## src/rtl/assert_macros.svh

```systemverilog
// Assertion helper macros for the SHA-1 stream hasher.
// Needs a clock named clk and an active-low reset named arst_n in scope.
`ifndef ASSERT_MACROS_SVH
`define ASSERT_MACROS_SVH

// Same-cycle implication.
`define ASSERT_NOW(label, ante, cons, msg) \
	label: assert property (@(posedge clk) disable iff (!arst_n) (ante) |-> (cons)) \
		else $error(msg);

// Next-cycle implication.
`define ASSERT_NEXT(label, ante, cons, msg) \
	label: assert property (@(posedge clk) disable iff (!arst_n) (ante) |=> (cons)) \
		else $error(msg);

`endif

```

## src/rtl/sha1s_pkg.sv

```systemverilog
// Shared types and constants for the SHA-1 stream hasher.
// No dependencies.
package sha1s_pkg;

	localparam int unsigned WORD_W = 32;
	localparam int unsigned NUM_DIGEST_WORDS = 5;

	localparam logic [WORD_W-1:0] IV [NUM_DIGEST_WORDS] = '{
		32'h67452301, 32'hEFCDAB89, 32'h98BADCFE, 32'h10325476, 32'hC3D2E1F0
	};

	localparam logic [WORD_W-1:0] K_0 = 32'h5A827999;
	localparam logic [WORD_W-1:0] K_1 = 32'h6ED9EBA1;
	localparam logic [WORD_W-1:0] K_2 = 32'h8F1BBCDC;
	localparam logic [WORD_W-1:0] K_3 = 32'hCA62C1D6;

	localparam logic [7:0] PAD_MARK = 8'h80;
	localparam logic [5:0] LEN_POS = 6'd56;
	localparam logic [5:0] LAST_POS = 6'd63;
	localparam logic [6:0] LAST_ROUND = 7'd79;
	localparam logic [2:0] WORD_LAST = 3'd4;

	typedef struct packed {
		logic [7:0] data;
		logic byte_valid;
		logic last;
	} item_t;

	typedef struct packed {
		logic compressing;
		logic emitting;
		logic [6:0] round;
	} core_stat_t;

endpackage

```

## src/rtl/sha1s_front.sv

```systemverilog
// Front end: accepts input beats, drops beats that carry neither a byte nor an end mark,
// and queues the rest for the core. Depends on sha1s_pkg.
module sha1s_front (
	input  logic clk,
	input  logic arst_n,
	input  logic in_valid,
	output logic in_ready,
	input  sha1s_pkg::item_t in_item,
	output logic q_valid,
	input  logic q_ready,
	output sha1s_pkg::item_t q_item
);

	sha1s_pkg::item_t fifo_q [4];
	logic [2:0] wr_ptr_q, rd_ptr_q;
	logic full, empty, push, pop;

	assign full = (wr_ptr_q[1:0] == rd_ptr_q[1:0]) && (wr_ptr_q[2] != rd_ptr_q[2]);
	assign empty = (wr_ptr_q == rd_ptr_q);
	assign in_ready = !full;
	assign push = in_valid && !full && (in_item.byte_valid || in_item.last);
	assign q_valid = !empty;
	assign q_item = fifo_q[rd_ptr_q[1:0]];
	assign pop = q_valid && q_ready;

	always_ff @(posedge clk or negedge arst_n) begin
		if (!arst_n) begin
			wr_ptr_q <= '0;
			rd_ptr_q <= '0;
		end else begin
			if (push) begin
				wr_ptr_q <= wr_ptr_q + 3'd1;
			end
			if (pop) begin
				rd_ptr_q <= rd_ptr_q + 3'd1;
			end
		end
	end

	always_ff @(posedge clk) begin
		if (push) begin
			fifo_q[wr_ptr_q[1:0]] <= in_item;
		end
	end

endmodule

```

## src/rtl/sha1s_core.sv

```systemverilog
// Back end: byte packing, padding, 80-round compression and digest output.
// Depends on sha1s_pkg.
module sha1s_core (
	input  logic clk,
	input  logic arst_n,
	input  logic item_valid,
	output logic item_ready,
	input  sha1s_pkg::item_t item,
	output logic dig_valid,
	input  logic dig_ready,
	output logic [31:0] dig_word,
	output logic [2:0] dig_index,
	output logic dig_last,
	output sha1s_pkg::core_stat_t stat
);

	localparam logic [2:0] ST_IDLE = 3'd0;
	localparam logic [2:0] ST_PAD = 3'd1;
	localparam logic [2:0] ST_ROUND = 3'd2;
	localparam logic [2:0] ST_ADD = 3'd3;
	localparam logic [2:0] ST_EMIT = 3'd4;

	localparam logic [1:0] PAD_FIRST = 2'd0;
	localparam logic [1:0] PAD_ZERO = 2'd1;
	localparam logic [1:0] PAD_LEN = 2'd2;

	logic [2:0] state_q, ret_q;
	logic [1:0] pad_q;
	logic [5:0] pos_q;
	logic [63:0] bits_q;
	logic [6:0] round_q;
	logic [2:0] idx_q;
	logic [31:0] chain_q [5];
	logic [31:0] work_q [5];
	logic [31:0] sched_q [16];

	logic fire, place_en;
	logic [7:0] place_byte, len_byte;
	logic [63:0] len_shift;
	logic [5:0] pos_next;
	logic [31:0] f, k, t, w_new;
	logic [31:0] a, b, c, d, e;

	assign item_ready = (state_q == ST_IDLE);
	assign fire = item_valid && item_ready;
	assign pos_next = pos_q + 6'd1;
	assign len_shift = bits_q >> {~pos_q[2:0], 3'b000};
	assign len_byte = len_shift[7:0];

	always_comb begin
		place_en = 1'b0;
		place_byte = item.data;
		if (state_q == ST_IDLE) begin
			place_en = fire && item.byte_valid;
		end else if (state_q == ST_PAD) begin
			place_en = 1'b1;
			case (pad_q)
				PAD_FIRST: place_byte = sha1s_pkg::PAD_MARK;
				PAD_LEN: place_byte = len_byte;
				default: place_byte = 8'h00;
			endcase
		end
	end

	assign a = work_q[0];
	assign b = work_q[1];
	assign c = work_q[2];
	assign d = work_q[3];
	assign e = work_q[4];

	always_comb begin
		if (round_q < 7'd20) begin
			f = (b & c) | (~b & d);
			k = sha1s_pkg::K_0;
		end else if (round_q < 7'd40) begin
			f = b ^ c ^ d;
			k = sha1s_pkg::K_1;
		end else if (round_q < 7'd60) begin
			f = (b & c) | (b & d) | (c & d);
			k = sha1s_pkg::K_2;
		end else begin
			f = b ^ c ^ d;
			k = sha1s_pkg::K_3;
		end
	end

	assign t = {a[26:0], a[31:27]} + f + e + k + sched_q[0];
	assign w_new = {sched_q[13][30:0] ^ sched_q[8][30:0] ^ sched_q[2][30:0] ^ sched_q[0][30:0],
		sched_q[13][31] ^ sched_q[8][31] ^ sched_q[2][31] ^ sched_q[0][31]};

	// control
	always_ff @(posedge clk or negedge arst_n) begin
		if (!arst_n) begin
			state_q <= ST_IDLE;
			ret_q <= ST_IDLE;
			pad_q <= PAD_FIRST;
			pos_q <= '0;
			bits_q <= '0;
			round_q <= '0;
			idx_q <= '0;
			for (int i = 0; i < 5; i++) begin
				chain_q[i] <= sha1s_pkg::IV[i];
			end
		end else begin
			case (state_q)
				ST_IDLE: begin
					if (fire) begin
						if (item.byte_valid) begin
							pos_q <= pos_next;
							bits_q <= bits_q + 64'd8;
						end
						pad_q <= PAD_FIRST;
						if (item.byte_valid && pos_q == sha1s_pkg::LAST_POS) begin
							state_q <= ST_ROUND;
							ret_q <= item.last ? ST_PAD : ST_IDLE;
						end else if (item.last) begin
							state_q <= ST_PAD;
						end
					end
				end
				ST_PAD: begin
					pos_q <= pos_next;
					if (pad_q != PAD_LEN) begin
						pad_q <= (pos_next == sha1s_pkg::LEN_POS) ? PAD_LEN : PAD_ZERO;
					end
					if (pos_q == sha1s_pkg::LAST_POS) begin
						state_q <= ST_ROUND;
						ret_q <= (pad_q == PAD_LEN) ? ST_EMIT : ST_PAD;
					end
				end
				ST_ROUND: begin
					if (round_q == sha1s_pkg::LAST_ROUND) begin
						round_q <= '0;
						state_q <= ST_ADD;
					end else begin
						round_q <= round_q + 7'd1;
					end
				end
				ST_ADD: begin
					for (int i = 0; i < 5; i++) begin
						chain_q[i] <= chain_q[i] + work_q[i];
					end
					state_q <= ret_q;
				end
				ST_EMIT: begin
					if (dig_ready) begin
						if (idx_q == sha1s_pkg::WORD_LAST) begin
							idx_q <= '0;
							pos_q <= '0;
							bits_q <= '0;
							state_q <= ST_IDLE;
							for (int i = 0; i < 5; i++) begin
								chain_q[i] <= sha1s_pkg::IV[i];
							end
						end else begin
							idx_q <= idx_q + 3'd1;
						end
					end
				end
				default: state_q <= ST_IDLE;
			endcase
		end
	end

	// datapath: working words and rolling schedule
	always_ff @(posedge clk) begin
		if (state_q == ST_ROUND) begin
			work_q[0] <= t;
			work_q[1] <= a;
			work_q[2] <= {b[1:0], b[31:2]};
			work_q[3] <= c;
			work_q[4] <= d;
			for (int i = 0; i < 15; i++) begin
				sched_q[i] <= sched_q[i+1];
			end
			sched_q[15] <= w_new;
		end else begin
			if (place_en && pos_q == sha1s_pkg::LAST_POS) begin
				for (int i = 0; i < 5; i++) begin
					work_q[i] <= chain_q[i];
				end
			end
			for (int wi = 0; wi < 16; wi++) begin
				for (int l = 0; l < 4; l++) begin
					if (place_en && pos_q[5:2] == 4'(wi) && pos_q[1:0] == 2'(3 - l)) begin
						sched_q[wi][8*l +: 8] <= place_byte;
					end
				end
			end
		end
	end

	assign dig_valid = (state_q == ST_EMIT);
	assign dig_word = chain_q[idx_q];
	assign dig_index = idx_q;
	assign dig_last = (idx_q == sha1s_pkg::WORD_LAST);

	assign stat.compressing = (state_q == ST_ROUND);
	assign stat.emitting = (state_q == ST_EMIT);
	assign stat.round = round_q;

endmodule

```

## src/rtl/sha1_stream_hasher.sv

```systemverilog
// SHA-1 stream hasher: one byte per beat in, five 32-bit digest beats out per message.
// An accepted byte sits in the 4-beat input queue and is packed when the core is idle;
// a full block then goes through the 80 rounds and the add into the chaining words.
// The core takes no bytes while it compresses or emits, though the queue still accepts beats;
// finishing adds 9..72 padding bytes, one or two compressions and 5 digest beats.
// Reset (arst_n low, async): chaining words to the initial value, length and queue empty.
// Depends on sha1s_pkg, sha1s_front, sha1s_core and assert_macros.svh.
`include "assert_macros.svh"
module sha1_stream_hasher (
	input  logic clk,
	input  logic arst_n,
	input  logic s_axis_tvalid,
	output logic s_axis_tready,
	input  logic [7:0] s_axis_tdata,   // [7:0] data_byte
	input  logic s_axis_tuser,         // [0] byte_valid
	input  logic s_axis_tlast,         // last_byte
	output logic m_axis_tvalid,
	input  logic m_axis_tready,
	output logic [31:0] m_axis_tdata,  // [31:0] digest_word
	output logic [2:0] m_axis_tuser,   // [2:0] word_index
	output logic m_axis_tlast          // last_word
);

	sha1s_pkg::item_t in_item, q_item;
	sha1s_pkg::core_stat_t stat;
	logic q_valid, q_ready;

	assign in_item.data = s_axis_tdata;
	assign in_item.byte_valid = s_axis_tuser;
	assign in_item.last = s_axis_tlast;

	// Front: classify and queue incoming beats.
	sha1s_front u_front (
		.clk(clk),
		.arst_n(arst_n),
		.in_valid(s_axis_tvalid),
		.in_ready(s_axis_tready),
		.in_item(in_item),
		.q_valid(q_valid),
		.q_ready(q_ready),
		.q_item(q_item)
	);

	// Back: pack, pad, compress, emit digest straight from the chaining registers.
	sha1s_core u_core (
		.clk(clk),
		.arst_n(arst_n),
		.item_valid(q_valid),
		.item_ready(q_ready),
		.item(q_item),
		.dig_valid(m_axis_tvalid),
		.dig_ready(m_axis_tready),
		.dig_word(m_axis_tdata),
		.dig_index(m_axis_tuser),
		.dig_last(m_axis_tlast),
		.stat(stat)
	);

	// The round counter only moves while compressing.
	`ASSERT_NOW(a_round_idle, !stat.compressing, stat.round == 7'd0, "round count outside compression")
	// Core takes no queued item while compressing or emitting.
	`ASSERT_NOW(a_no_pop_busy, stat.compressing || stat.emitting, !q_ready, "queue popped while busy")
	// A non-final digest beat taken is followed by the next digest beat.
	`ASSERT_NEXT(a_digest_run, m_axis_tvalid && m_axis_tready && !m_axis_tlast,
		m_axis_tvalid && m_axis_tuser == $past(m_axis_tuser) + 3'd1, "digest run broken")

endmodule

```

## config.mk

```make
export PLATFORM = sky130hd
export DESIGN_NAME = sha1_stream_hasher
export DESIGN_NICKNAME = d
export VERILOG_FILES = /design/src/rtl/sha1s_pkg.sv /design/src/rtl/sha1s_front.sv /design/src/rtl/sha1s_core.sv /design/src/rtl/sha1_stream_hasher.sv
export VERILOG_INCLUDE_DIRS = /design/src /design/src/rtl
export SDC_FILE = /design/constraint.sdc
export NUM_CORES = 2
export LEC_CHECK = 0
export ABC_AREA = 1
export BUFFER_PORTS_ARGS = -buffer_cell sky130_fd_sc_hd__buf_4
export CELL_PAD_IN_SITES_DETAIL_PLACEMENT = 0
export CELL_PAD_IN_SITES_GLOBAL_PLACEMENT = 1
export CORE_MARGIN = 2
export CORE_UTILIZATION = 49
export CTS_CLUSTER_DIAMETER = 50
export DETAILED_ROUTE_END_ITERATION = 6
export PLACE_DENSITY_LB_ADDON = 0.1
export SYNTH_ARGS = -nofsm -noshare
export SYNTH_HDL_FRONTEND = slang
export SYNTH_SLANG_ARGS = --single-unit
```

## constraint.sdc

```tcl
create_clock -name clk -period 6.24 [get_ports clk]
set_input_delay 0.312 -clock clk [delete_from_list [all_inputs] [get_ports clk]]
set_output_delay 0.312 -clock clk [all_outputs]
set_load 0.02 [all_outputs]
```

Yosys cells after proc, flatten, opt, wreduce, memory -nomap -nowiden:

Memories as Yosys holds them, arrays and structs flattened.
Cells that the tools add are included.
Widths: inputs -> output; s select.

* input port bits: 14
* memory bits (writable): 712
* register bits: 254
* output and inout port bits: 38
* memories: 3
* logic and storage cells: 584

Memories
* u_core.sched_q: depth 16, bits a word 32, read ports 16, clocked after Yosys merged registers in 0, write ports 16, line sha1s_core.sv:35 `logic [31:0] sched_q [16];`
* u_core.work_q: depth 5, bits a word 32, read ports 5, clocked after Yosys merged registers in 0, write ports 5, line sha1s_core.sv:34 `logic [31:0] work_q [5];`
* u_front.fifo_q: depth 4, bits a word 10, read ports 1, clocked after Yosys merged registers in 0, write ports 1, line sha1s_front.sv:14 `sha1s_pkg::item_t fifo_q [4];`

* reductions and logical operators: 105
* add/sub/neg operators: 15
* bitwise operators: 87
* shift operators: 1
* $lt $le $gt $ge: 4
* equality and inequality tests: 40
* muxes and demuxes: 315

Operators by type and width (count)
* $mux 8: 66
* $mux 32: 12
* $mux 160: 2
* $pmux 160 s2: 1
* $add 32x32->32: 9
* $mux 64: 4
* $mux 1: 202
* $and 32x32->32: 4
* $pmux 64 s2: 1
* $bmux 32 s3: 1
* $or 32x32->32: 3
* $xor 31x31->31: 3
* $logic_and 1x1->1: 87
* $or 1x1->1: 69
* $add 64x4->64 const B: 1
* $shr 64x6->8: 1
* $xor 32x32->32: 2
* $mux 3: 12
* $eq 4x4->1 const B: 8
* $not 32->32: 1
* $mux 31: 1
* $mux 6: 4
* $pmux 6 s3: 1
* $eq 4x3->1 const B: 4
* other kinds (42): 68

Longest topological paths before layout:

An unclocked memory read counts as a cell.

* depth in word-level cells: 12
* gate-level depth with buffers: 27
* depth with buffers taken out: 26

Cells and area by module:

Synthesis repeated with hierarchy kept, for this count alone.

* cell total of the unflattened synthesis: 7688
* area total of the unflattened synthesis: 60887.1 µm²

By module, submodules not included
* sha1s_core: area an instance 58962.8 µm², cells each 7532, times used 1
* sha1s_front: area an instance 1924.3 µm², cells each 156, times used 1

Least setup slack after synthesis:

No wires, ideal clock.

* path type: reg2reg
* from: register u_core.state_q[0]
* to: memory u_core.work_q[0][0] (enable)
* data arrival time: 4.236 ns
* cell stages (with the launch flop): 9
* path buffers: 2
* clock period less this slack: 5.555 ns
* setup slack: 0.685 ns
* path through: dfrtp_1 > inv_1 > nand2_1 > nor2_1 > nand2_2 > nand3_2 > buf_2 > clkbuf_1 > nand2_1

RTL lines
* start, declared: line sha1s_core.sv:27 `logic [2:0] state_q, ret_q;`
* start signal, assigned: line sha1s_core.sv:143 `state_q <= ret_q;`
* end, declared: line sha1s_core.sv:34

==> flow_summary.json <==
{
  "status": "finished, final reports clean",
  "cp.required_ns": 6.76,
  "cts_buffers": 137,
  "wl_per_cell_um": 24.3,
  "synthMuxAreaShare": 0,
  "place_area_um2": 61900,
  "synth_warnings": 0,
  "postRouteAntennaNets": 0,
  "final_max_slew_viol_count": 0,
  "vias": 52300,
  "routed_wl_mm": 224,
  "ys_async_sr_fraction": 0.260,
  "p_leak_nw": 30.6,
  "skew_ns": 0.0477,
  "fin_tns_setup_ns": 0,
  "nets": 7818,
  "clk_pin_slew_ns": 0.06,
  "yosys.area_share.adder": 0.0836,
  "ys_seq_area_frac": 0.463,
  "synth_top_family_by_area": "simple AND/OR/NAND/NOR gates",
  "power_mw": 23.2,
  "clock.fmax_mhz": 193,
  "die_area_um2": 125000,
  "syn-instance-count": 7461,
  "hold_path.class": "primary input to async pin",
  "first_pass_iters": 7,
  "ctsResizeCount": 0,
  "multiInputGateArea_um2": 27600,
  "p_per_area_nw_per_um2": 348,
  "grt_max_degree": 149,
  "io_pins": 52,
  "start_util": 0.493,
  "rsz0062_at_grt": "no",
  "synth_nets": 7805,
  "max_cap_violations": 0,
  "antenna_found_initial": 1,
  "reg2reg_depth": 20,
  "rows": 128,
  "setup_viol": 0,
  "ys.flop_type": "edfxtp_1",
  "area_growth_pct": 11.3,
  "ys_ff_latch": 962,
  "regArea_um2": 27700,
  "setup.worst_path.start_class": "flip-flop",
  "design.core.area_um2": 122000,
  "grt_pass1_vias": 48900,
  "fin_crit_sh": 0.829,
  "synth_cell_types": 52,
  "period_minus_slack_ns": 5.17,
  "clockBufferDepth": 3,
  "cts_tree": "built",
  "clock_sinks": 962,
  "h-tree-depth": 4,
  "io_buffers": 51,
  "grt_first_pass_wirelength_mm": 327,
  "synth_compound_area_frac": 0.117,
  "fillCellCount": 11400,
  "worst_setup_path_end_kind": "flip-flop",
  "instances_no_fill": 9217,
  "synth-xor-area-share": 0.0244,
  "utilization": 0.548,
  "path_class": "flip-flop to flip-flop",
  "gp_congestion": 1.05,
  "viasPerCell": 5.67,
  "drive_gt1_frac": 0.0644,
  "dp_hpwl_mm": 171,
  "r2r_slack_ns": 1.07,
  "die_x_um": 354,
  "fp.dieH_um": 354,
  "synth-simple-area-share": 0.235,
  "overflow": 0,
  "place_inst": 8948,
  "grtUsageTotal": 0.355,
  "avgSynthCellArea_um2": 8.03,
  "cts_root_buffer": "clkbuf_16",
  "drc_errors": 0,
  "ir_worst_vdd_mv": 0.304,
  "synth-edff-count": 712,
  "critical_path.max_fanout": 7,
  "worst_pin_slew_ns": 1.24,
  "cp.arrival_ns": 5.69,
  "syn_area_um2": 59900,
  "drt_iter0_drc": 5404,
  "final_area_um2": 66700,
  "clk_latency_ns": 0.78,
  "relSlewSlack": 0.163,
  "hold_viol": 0
}
-- cell type report --
type	instances	area share
multi-input combinational	5294	0.414
antenna	3	0.000113
tap	1625	0.0305
timing repair buffer	133	0.0161
clock inverter	97	0.0167
inverter	946	0.0533
clock buffer	157	0.0530
sequential	962	0.416
-- critical path, stage by stage (launching register included) --
cell	delay, ns
dfrtp_1	0.43
nand2_1	0.09
inv_1	0.09
nand2_1	0.12
nand3_1	0.40
nand2_1	0.22
inv_1	0.08
a221oi_1	0.64
fa_1	0.29
inv_1	0.05
fa_1	0.48
fa_1	0.51
ha_1	0.36
a21oi_1	0.21
o21ai_0	0.17
a21oi_1	0.29
nor2_1	0.11
nor2_1	0.15
nand3_1	0.09
nand3_1	0.08
nand2_1	0.07
-- cells by family (layout without fill, tap and decap cells) --
kind of cell,after synthesis,count (layout)
compound gates,1310,1310
xor+xnor,167,167
fa+ha+maj,330,330
buf+inv,1205,1333
flops,962,962
other cells,0,3
simple gates,3487,3487
-- sequential cells by signal, indices dropped and copies added (netlist names) --
name / count
u_core.chain_q: 160
u_front.fifo_q: 40
u_core.bits_q: 61
u_front.wr_ptr_q: 3
u_core.pad_q: 2
u_core.dig_index: 3
u_core.ret_q: 2
u_core.round_q: 7
u_core.work_q: 160
u_core.sched_q: 512
u_front.rd_ptr_q: 3
u_core.pos_q: 6
u_core.state_q: 3
-- synthesized netlist by cell type, drive strengths merged, types with 37 or more instances --
library cell,n,share of area
inv,944,0.059
buf,103,0.0082
clkbuf,156,0.0098
o21ai,777,0.065
edfxtp,712,0.36
nand2,2436,0.15
nor2,479,0.031
a21oi,341,0.028
nand4,89,0.0093
dfrtp,170,0.071
o22ai,66,0.0069
xnor2,37,0.0054
fa,117,0.039
nor3,69,0.0060
ha,213,0.044
dfstp,80,0.035
xor2,130,0.019
nand3,359,0.030
-- routing by layer --
metal,routed length (µm),GRT usage,up-vias
met3,18700,0.0659,493
met2,99500,0.550,2256
met4,13500,0.187,0
met1,92300,0.476,24900
li1,-,-,24600
met5,0,0,-
-- path summary, 6_finish.rpt --
check | from | end
worst min register to register | u_front.wr_ptr_q[2] | u_front.wr_ptr_q[2]
worst min-delay path | arst_n | u_core.chain_q[21]
min in group clk | s_axis_tvalid | u_front.wr_ptr_q[1]
max in group asynchronous | arst_n | u_front.rd_ptr_q[1]
worst max register to register | u_core.round_q[2] | u_core.work_q[0][30]
worst max-delay path | u_core.round_q[2] | u_core.work_q[0][30]
-- where the power goes --
group / total (mW) / switching, mW / internal (mW)
Clock: 7.92 / 3.24 / 4.67
Sequential: 8.51 / 0.712 / 7.80
Combinational: 6.80 / 4.90 / 1.90
Total: 23.2 / 8.86 / 14.4
-- timing repair --
item	CTS	global route
hold endpoints to repair	95	0
buffers inserted	0	0
hold buffers	12	0
-- per-stage QoR --
| step | setup slack [ns] | hold WS [ns] |
|---|---|---|
| 6_report | 1.07 | 0.0609 |
| 5_1_grt | 0.719 | 0.0920 |
| 2_1_floorplan | 0.685 | 0.0164 |
| 3_5_place_dp | 1.09 | 0.280 |
| 3_3_place_gp | 1.09 | 0.278 |
| 4_1_cts | 1.09 | 0.0490 |
-- cells in the final DEF (no fill, tap or decap), types with 9 or more instances in the layout --
cell,netlist,routed
clkinv_2,0,21
nor2_1,466,466
dfrtp_1,170,169
clkbuf_1,155,18
nand2_1,2432,2429
o221ai_1,9,9
clkinv_1,2,16
ha_1,213,213
bufinv_16,0,12
inv_1,927,922
xnor2_1,37,37
inv_6,0,19
o2111ai_1,9,9
clkbuf_16,0,138
dlygate4sd3_1,0,12
clkinvlp_4,0,10
nor3_1,67,66
buf_4,4,117
o21bai_1,27,27
inv_2,17,22
o211ai_1,28,28
o21ai_0,605,605
fa_1,117,117
dfstp_2,80,80
nand3_1,357,357
xor2_1,130,130
nand3b_1,19,19
o21ai_1,172,171
o22ai_1,66,66
a21oi_1,341,341
edfxtp_1,712,712
or2_2,16,16
a21o_1,19,19
nand4_1,89,89
No activity file was read; power rests on OpenSTA's default activity.
